File: config.mk
export PLATFORM = sky130hd
export DESIGN_NAME = radix_seven_segment_frame_encoder_unit
export DESIGN_NICKNAME = d
export VERILOG_FILES = /design/src/sv/rsse_pkg.sv /design/src/sv/radix_seven_segment_frame_encoder_unit.sv
export SDC_FILE = /design/constraint.sdc
export NUM_CORES = 2
export LEC_CHECK = 0
export ABC_AREA = 1
export BUFFER_PORTS_ARGS = -buffer_cell sky130_fd_sc_hd__buf_4
export CAP_MARGIN = 20
export CORE_MARGIN = 2
export CORE_UTILIZATION = 60
export CTS_BUF_LIST = sky130_fd_sc_hd__clkbuf_8
export CTS_CLUSTER_DIAMETER = 200
export CTS_CLUSTER_SIZE = 20
export DETAILED_ROUTE_END_ITERATION = 10
export HOLD_SLACK_MARGIN = 0.05
export PLACE_DENSITY = 0.76
export REMOVE_ABC_BUFFERS = 1
export SYNTH_ARGS = -nofsm -noshare
export SYNTH_HDL_FRONTEND = slang
export SYNTH_SLANG_ARGS = --single-unit
File: constraint.sdc
create_clock -name clk -period 101.3 [get_ports clk]
set_input_delay 10.13 -clock clk [delete_from_list [all_inputs] [get_ports clk]]
set_output_delay 10.13 -clock clk [all_outputs]
set_load 0.01 [all_outputs]
File: src/sv/rsse_pkg.sv
// ----------------------------------------------------------------------------
// rsse_pkg
// Shared constants for the radix seven-segment frame encoder: register
// indexes, field widths and the two segment tables.
// ----------------------------------------------------------------------------
`default_nettype none

package rsse_pkg;

	localparam int ValueWidth  = 32;
	localparam int RadixWidth  = 5;
	localparam int DigitWidth  = 4;
	localparam int FrameWidth  = 16;
	localparam int IndexWidth  = 3;

	// configuration register indexes
	localparam logic REG_RADIX    = 1'b0;
	localparam logic REG_POLARITY = 1'b1;

	localparam logic [RadixWidth-1:0] RADIX_RESET = 5'd10;
	localparam logic [RadixWidth-1:0] RADIX_MIN   = 5'd2;
	localparam logic [RadixWidth-1:0] RADIX_MAX   = 5'd16;

	localparam logic POLARITY_CATHODE = 1'b0;
	localparam logic POLARITY_ANODE   = 1'b1;

	typedef logic [7:0] seg_t;

	localparam seg_t SEG_CATHODE [16] = '{
		8'hfc, 8'h60, 8'hda, 8'hf2, 8'h66, 8'hb6, 8'hbe, 8'he0,
		8'hfe, 8'hf6, 8'hee, 8'h3e, 8'h1a, 8'h7a, 8'h9e, 8'h8e
	};

	localparam seg_t SEG_ANODE [16] = '{
		8'hc0, 8'hf9, 8'ha4, 8'hb0, 8'h99, 8'h92, 8'h82, 8'hf8,
		8'h80, 8'h90, 8'h88, 8'h83, 8'ha7, 8'ha1, 8'h86, 8'h8e
	};

endpackage

`default_nettype wire

File: src/sv/radix_seven_segment_frame_encoder_unit.sv
// ----------------------------------------------------------------------------
// radix_seven_segment_frame_encoder_unit
// Splits a 32-bit number into DIGIT_COUNT digits of a programmable radix and
// emits one select/segment shift word per digit.
//
// Input channel: value with value_valid / value_stall. Output channel:
// frame_word, digit_index, last with frame_valid / frame_stall. A transfer
// happens at a clock edge where valid is high and stall is low.
// Each number yields DIGIT_COUNT words, least significant digit first, last
// set on the final one. Configuration (radix, display_polarity) goes through
// wr_en / wr_index / wr_data; the user must do so only while the unit is
// idle, which the unit itself does not enforce. Digits come from a
// long-division pipeline of 4*DIGIT_COUNT stages, each stage retiring eight
// quotient bits with a chain of compare/subtract steps. The pipeline can
// hold a number in every stage, but it advances and takes a new number only
// while the output word serializer is empty or passing its last word; while
// frame_stall is low the serializer emits one word per cycle.
// Reset clears all valid bits and loads radix 10, common cathode.
// While frame_stall is high the current word holds and the pipeline freezes
// behind it; value_stall rises once the serializer can take no new number.
// ----------------------------------------------------------------------------
`default_nettype none

module radix_seven_segment_frame_encoder_unit
	import rsse_pkg::*;
#(
	parameter int DIGIT_COUNT = 8
) (
	input  wire logic                  clk,
	input  wire logic                  arst_n,
	input  wire logic                  wr_en,
	input  wire logic                  wr_index,
	input  wire logic [RadixWidth-1:0] wr_data,
	input  wire logic                  value_valid,
	output logic                       value_stall,
	input  wire logic [ValueWidth-1:0] value,
	output logic                       frame_valid,
	input  wire logic                  frame_stall,
	output logic [FrameWidth-1:0]      frame_word,
	output logic [IndexWidth-1:0]      digit_index,
	output logic                       last
);

	localparam int STAGES = 4 * DIGIT_COUNT;

	typedef logic [DIGIT_COUNT-1:0][DigitWidth-1:0] digits_t;

	// configuration
	logic [RadixWidth-1:0] radix_q;
	logic                  polarity_q;
	logic [RadixWidth-1:0] radix_eff;

	always_ff @(posedge clk or negedge arst_n) begin
		if (!arst_n) begin
			radix_q    <= RADIX_RESET;
			polarity_q <= POLARITY_CATHODE;
		end else if (wr_en) begin
			case (wr_index)
				REG_RADIX:    radix_q    <= wr_data;
				REG_POLARITY: polarity_q <= wr_data[0];
				default:      ;
			endcase
		end
	end

	always_comb begin
		if (radix_q < RADIX_MIN)
			radix_eff = RADIX_MIN;
		else if (radix_q > RADIX_MAX)
			radix_eff = RADIX_MAX;
		else
			radix_eff = radix_q;
	end

	// division pipeline
	logic                  vld_s  [STAGES];
	logic [ValueWidth-1:0] word_s [STAGES];
	logic [DigitWidth-1:0] rem_s  [STAGES];
	digits_t               dig_s  [STAGES];

	logic adv;

	// serializer / output register
	logic                  ser_valid_q;
	digits_t               ser_dig_q;
	logic [IndexWidth-1:0] cnt_q;
	logic                  is_last;
	logic                  out_xfer;

	assign is_last  = (cnt_q == IndexWidth'(DIGIT_COUNT - 1));
	assign out_xfer = ser_valid_q && !frame_stall;
	assign adv      = !ser_valid_q || (out_xfer && is_last);

	assign value_stall = !adv;

	for (genvar s = 0; s < STAGES; s++) begin : g_stage
		localparam int C = s % 4;   // byte of the word, high byte first
		localparam int K = s / 4;   // digit being produced

		logic                  v_in;
		logic [ValueWidth-1:0] w_in;
		logic [DigitWidth-1:0] r_in;
		digits_t               d_in;
		logic [ValueWidth-1:0] w_nxt;
		logic [DigitWidth-1:0] r_nxt;
		digits_t               d_nxt;

		if (s == 0) begin : g_head
			assign v_in = value_valid;
			assign w_in = value;
			assign r_in = '0;
			assign d_in = '0;
		end else begin : g_body
			assign v_in = vld_s[s-1];
			assign w_in = word_s[s-1];
			assign r_in = rem_s[s-1];
			assign d_in = dig_s[s-1];
		end

		// eight restoring-division steps; quotient bits overwrite dividend bits
		always_comb begin
			logic [DigitWidth-1:0] rem;
			logic [RadixWidth-1:0] t;
			w_nxt = w_in;
			rem   = (C == 0) ? '0 : r_in;
			for (int b = 0; b < 8; b++) begin
				t = {rem, w_in[ValueWidth-1-8*C-b]};
				if (t >= radix_eff) begin
					t = t - radix_eff;
					w_nxt[ValueWidth-1-8*C-b] = 1'b1;
				end else begin
					w_nxt[ValueWidth-1-8*C-b] = 1'b0;
				end
				rem = t[DigitWidth-1:0];
			end
			r_nxt = rem;
			d_nxt = d_in;
			if (C == 3)
				d_nxt[K] = rem;
		end

		always_ff @(posedge clk or negedge arst_n) begin
			if (!arst_n)
				vld_s[s] <= 1'b0;
			else if (adv)
				vld_s[s] <= v_in;
		end

		always_ff @(posedge clk) begin
			if (adv) begin
				word_s[s] <= w_nxt;
				rem_s[s]  <= r_nxt;
				dig_s[s]  <= d_nxt;
			end
		end
	end

	always_ff @(posedge clk or negedge arst_n) begin
		if (!arst_n) begin
			ser_valid_q <= 1'b0;
			cnt_q       <= '0;
		end else if (adv) begin
			ser_valid_q <= vld_s[STAGES-1];
			cnt_q       <= '0;
		end else if (out_xfer) begin
			cnt_q <= cnt_q + 1'b1;
		end
	end

	always_ff @(posedge clk) begin
		if (adv)
			ser_dig_q <= dig_s[STAGES-1];
		else if (out_xfer)
			ser_dig_q <= ser_dig_q >> DigitWidth;
	end

	// word formatting from the held digit
	logic [DigitWidth-1:0] cur_digit;
	logic [7:0]            sel_bin;
	logic [7:0]            sel_hot;

	assign cur_digit = ser_dig_q[0];
	assign sel_bin   = 8'(DIGIT_COUNT - 1) - {5'b0, cnt_q};
	assign sel_hot   = 8'd1 << cnt_q;

	always_comb begin
		case (polarity_q)
			POLARITY_CATHODE: frame_word = {sel_bin, SEG_CATHODE[cur_digit]};
			POLARITY_ANODE:   frame_word = {SEG_ANODE[cur_digit], sel_hot};
			default:          frame_word = {sel_bin, SEG_CATHODE[cur_digit]};
		endcase
	end

	assign frame_valid = ser_valid_q;
	assign digit_index = cnt_q;
	assign last        = is_last;

endmodule

`default_nettype wire
After elaboration in Yosys (flattened, before gate mapping)

Memory sizes are Yosys's and may differ from the RTL's.
Index checks and enable logic that the tools add are counted.

Equality and inequality tests: 1
Order comparisons: 259
Shift-type cells: 1
Muxes and demuxes: 525
Bitwise gates (word level): 3
Add/subtract/negate cells: 258
Reductions and logical operators: 9

Operators by type and width:

| cell                  | number |
|---|---|
| $ge A5 B5 Y1          | 248 |
| $mux W4               | 256 |
| $sub A4 B4 Y4         | 248 |
| $mux W1               | 258 |
| $mux W32              | 2 |
| $ge A1 B5 Y1          | 8 |
| $mux W8               | 4 |
| $pmux W16 S2          | 1 |
| $sub A1 B4 Y4         | 8 |
| $mux W5               | 2 |
| $shl A1 B3 Y8 const A | 1 |
| $mux W3               | 2 |
| $ge A5 B5 Y1 const B  | 1 |
| $gt A5 B5 Y1 const B  | 1 |
| $lt A5 B2 Y1 const B  | 1 |
| $not A4 Y5            | 1 |
| $reduce_and A2 Y1     | 2 |
| $sub A3 B3 Y4 const A | 1 |
| $add A3 B1 Y3 const B | 1 |
| $eq A3 B3 Y1 const B  | 1 |
| $logic_not A1 Y1      | 3 |
| $logic_and A1 B1 Y1   | 2 |
| $not A1 Y1            | 2 |
| $reduce_bool A2 Y1    | 1 |
| $logic_or A1 B1 Y1    | 1 |

Bits in read-only memories: 256
Input bits: 43
Output and inout port bits: 22
Bits in registers: 74
RAM bits: 2,176
Logic and storage cells: 1,105
Memories: 5

Memory list:

| memory           | depth | bits a word | rd ports | clocked after Yosys merged registers in | wr ports | line                                          | source |
|---|---|---|---|---|---|---|---|
| dig_s            | 32    | 32          | 32       | 0                                       | 32       | radix_seven_segment_frame_encoder_unit.sv:79  | `digits_t dig_s [STAGES];` |
| word_s           | 32    | 32          | 31       | 0                                       | 32       | radix_seven_segment_frame_encoder_unit.sv:77  | `logic [ValueWidth-1:0] word_s [STAGES];` |
| (name not given) | 16    | 8           | 1        | 0                                       | 0        | radix_seven_segment_frame_encoder_unit.sv:190 | `default: frame_word = {sel_bin, SEG_CATHODE[cur_digit]};` |
| (name not given) | 16    | 8           | 1        | 0                                       | 0        | radix_seven_segment_frame_encoder_unit.sv:189 | `POLARITY_ANODE: frame_word = {SEG_ANODE[cur_digit], sel_hot};` |
| rem_s            | 32    | 4           | 24       | 0                                       | 32       | radix_seven_segment_frame_encoder_unit.sv:78  | `logic [DigitWidth-1:0] rem_s [STAGES];` |

Depth between registers and ports, before layout

Depth in word-level cells: 19
Gate-level depth with buffers: 71
Mapped depth without buffers: 71

Least setup slack after synthesis

No wires, ideal clock.

Kind: register to register
From: register radix_q[1]
To: memory rem_s[1][1] (netlist: rem_s[0][5]), data pin
Buffers on the path: 0
Setup slack: 34.259 ns
Cell stages (with the launch flop): 58
Required time: 101.041 ns
Setup time: 0.259 ns
Clock period less this slack: 67.041 ns
Arrival time: 66.782 ns
Cells stage by stage: dfstp_2 -> or4_1 -> inv_1 -> a21oi_1 -> inv_1 -> fa_1 -> xor2_1 -> inv_1 -> o21a_1 -> ha_1 -> nand2_1 -> nor2_1 -> nand2_1 -> nand3_2 -> inv_2 -> or2_1 -> and2_1 -> ha_1 -> [... 22 more ...] -> and2_1 -> inv_1 -> ha_1 -> nand2_1 -> nor2_1 -> and3_1 -> nor2_2 -> nand3_1 -> and2_1 -> ha_1 -> a21oi_1 -> nand2_1 -> nand2_1 -> nand3b_1 -> a21oi_4 -> inv_2 -> nand2_1 -> o21ai_1

RTL lines:

| item                     | line                                         | source |
|---|---|---|
| start: declaration       | radix_seven_segment_frame_encoder_unit.sv:49 | `logic [RadixWidth-1:0] radix_q;` |
| start signal: assignment | radix_seven_segment_frame_encoder_unit.sv:59 | `REG_RADIX: radix_q <= wr_data;` |
| end: declaration         | radix_seven_segment_frame_encoder_unit.sv:78 |  |

Final worst setup path

From: input port frame_stall
To: output port value_stall

Word-level cells in the longest chain between the ends: 5

RTL lines:

| item                | line                                         | source |
|---|---|---|
| start: declaration  | radix_seven_segment_frame_encoder_unit.sv:38 | `input wire logic frame_stall,` |
| $logic_not A1 Y1    | radix_seven_segment_frame_encoder_unit.sv:91 | `assign out_xfer = ser_valid_q && !frame_stall;` |
| $logic_and A1 B1 Y1 | radix_seven_segment_frame_encoder_unit.sv:91 |  |
| $logic_and A1 B1 Y1 | radix_seven_segment_frame_encoder_unit.sv:92 | `assign adv = !ser_valid_q \|\| (out_xfer && is_last);` |
| $logic_or A1 B1 Y1  | radix_seven_segment_frame_encoder_unit.sv:92 |  |
| $logic_not A1 Y1    | radix_seven_segment_frame_encoder_unit.sv:94 | `assign value_stall = !adv;` |
| end: declaration    | radix_seven_segment_frame_encoder_unit.sv:35 | `output logic value_stall,` |

No other way between the ends.

==> out/qor.csv <==
metric,value,unit
root buf cell,clkbuf_8,
Die Area,179000,µm²
total clock sinks,1594,
Mapped Avg Cell Area,9.79,µm²
"Hold Vio Cnt, Final",0,
Critical Path Start,frame_stall,
GRT met1 Usage,27.4,%
met2 Track Usage GR,37.7,%
sequential share of the synthesized area,45.3,%
fmax,46.4,MHz
Post-synth ARST share,2.63,%
filler cell count,13487,
minimum clock period,21.53,ns
Critical Path Source Type,input pin,
total iterations of the first detailed-routing run,6,
clk buf depth,3,
Antenna Nets Post-Route,0,
TritonCTS clock tree,yes,
Final TNS setup,0,ns
Detail Placement HPWL,131000,µm
GP Congestion,0.851,
initial core utilization,60.5,%
final number of max-transition violations,0,
WL per Instance,14.0,µm
top post-synthesis cells by count,"nand2_1 (2546), edfxtp_1 (1552), inv_1 (1324), ha_1 (1252), nand3_1 (757)",
final wirelength,187000,µm
clk_lat worst skew,0.91,ns
number of synthesized register bits,1594,
worst hold start,word_s[1][216],
unrepaired setup endpoints after global routing,false,
"area leader, netlist",edfxtp_1,
drt first-iter violations,4280,
Reg2Reg Launch Point,radix_q[4],
H-tree Lvls,3,
vias per cell,5.43,
Core Box Area,174000,µm²
initial antenna violation count,3,
share of layout cells above drive strength 1,7.38,%
net total in the final layout,12501,
vias in the first global route,73505,
main flop type after synthesis,edfxtp_1,
headroom to the max-slew limit,28.4,%
arrival time worst endpoint,11.40,ns
Synth top area share,44.3,%
Area contributors post-synth,"edfxtp_1 (44%), ha_1 (15%), nand2_1 (9.1%)",
CP Capture Type,primary output,
Worst Max-Slew Pin Slew,1.07,ns
Post-CTS Setup Bufs,0,
YS warnings,0,
CP max FO,67,
Hold Crit Class,reg -> reg,
All-Layer GR Usage,21.1,%
total CTS buffers,89,
die span in y,423,µm
Multi-input gate area,51900,µm²
# setup viols final,0,
PortBufs,64,
status,finished clean,
cell with the most instances after synthesis,nand2_1,
gr busiest metal,met2,
pin count of the biggest net entering global routing,180,
Die W,423,µm
Row Count,153,
clk_skew,0.0662,ns
"Distinct cells, synth",47,
WP data required,91.17,ns
aggregate global routing overflow,0,
clock-pin slew on the worst setup and hold paths,0.16,ns
Post-Syn Instances,10741,
CTS hold repair buffers,0,
# DRC,0,
met3 Use GR,2.06,%
register area,47700,µm²
synth-to-layout area growth,5.13,%
Post-synth EDFFs,1552,
num ports,65,
crit path kind,in -> out,
Synth Cell Area,105000,µm²
MaxCap Viol Count,0,
first-pass GRT wire length,325000,µm
fin crit share,21.3,%
via count,72250,
PostCTS Resize Cnt,0,
## stage by stage
step	hold WS, ns	util, %	cells	area, µm²	setup WS, ns
2_1_floorplan	0.400	-	10746	105000	34.26
3_5_place_dp	0.405	62.7	13191	109000	79.75
4_1_cts	0.357	63.5	13302	111000	79.74
5_1_grt	0.367	63.6	13305	111000	79.64
6_report	0.368	63.6	13305	111000	79.77
3_3_place_gp	0.400	62.7	13191	109000	79.75
## per-layer routing
metal / wire length, µm / up-vias
li1: - / 36696
met1: 85300 / 34092
met2: 90900 / 1144
met3: 6300 / 318
met4: 4030 / 0
met5: 0 / -
## cell families after synthesis
logic type / count (synthesis) / share of synthesized area [%]
XOR/XNOR: 417 / 3.47
AO/OA/AOI/OAI: 894 / 4.89
flip-flops: 1594 / 45.3
AND/OR/NAND/NOR: 4790 / 21.2
buffers and inverters: 1542 / 5.51
multiplexers: 3 / 0.0321
adder cells (fa/ha/maj): 1500 / 19.6
other: 1 / 0.00356
## state kept, by name (all words and copies together), names as in the netlist
signal,count
ser_dig_q,28
word_s,944
polarity_q,1
rem_s,127
vld_s,1
digit_index,3
dig_s,449
g_stage.v_in,31
radix_q,5
cur_digit,4
frame_valid,1
## path summary, 6_finish.rpt
check	slack, ns	cells past startpoint	end
max in group asynchronous	91.72	1	radix_q[3]
min in group asynchronous	9.22	1	radix_q[2]
min reg2reg	0.37	0	word_s[1][248]
max	79.77	6	value_stall
max reg2reg	87.72	71	rem_s[0][25]
min	0.37	0	word_s[1][248]
## final cells by class
| class | instances | area share, % |
|---|---|---|
| tap | 2325 | 2.63 |
| sequential | 1594 | 43.1 |
| inverter | 1517 | 5.17 |
| timing repair buffer | 121 | 0.930 |
| antenna | 2 | 0.00453 |
| clock buffer | 89 | 1.11 |
| multi-input combinational | 7635 | 46.9 |
| clock inverter | 22 | 0.147 |
## critical path, stage by stage
cell	delay [ns]
buf_4	0.09
nand2_1	0.05
buf_4	0.26
nand2_2	0.11
buf_4	0.50
buf_4	0.23
## layout by cell type (no fill, tap or decap), drive strengths merged, types with 6 or more instances in the layout
| cell | count |
|---|---|
| edfxtp | 1552 |
| and3 | 28 |
| clkbuf | 89 |
| conb | 31 |
| fa | 248 |
| nand4 | 219 |
| inv | 1537 |
| nand3 | 907 |
| and2 | 213 |
| or2 | 314 |
| dfrtp | 40 |
| nand3b | 53 |
| a31oi | 67 |
| nand2 | 2574 |
| a21oi | 361 |
| o211ai | 57 |
| nor2 | 474 |
| xnor2 | 273 |
| buf | 121 |
| a21o | 26 |
| o21a | 25 |
| o21bai | 18 |
| ha | 1252 |
| nor3 | 6 |
| o21ai | 336 |
| xor2 | 144 |
Power is not shown: default switching activity piles up to over one toggle a cycle in this logic, so the estimate is an artifact.
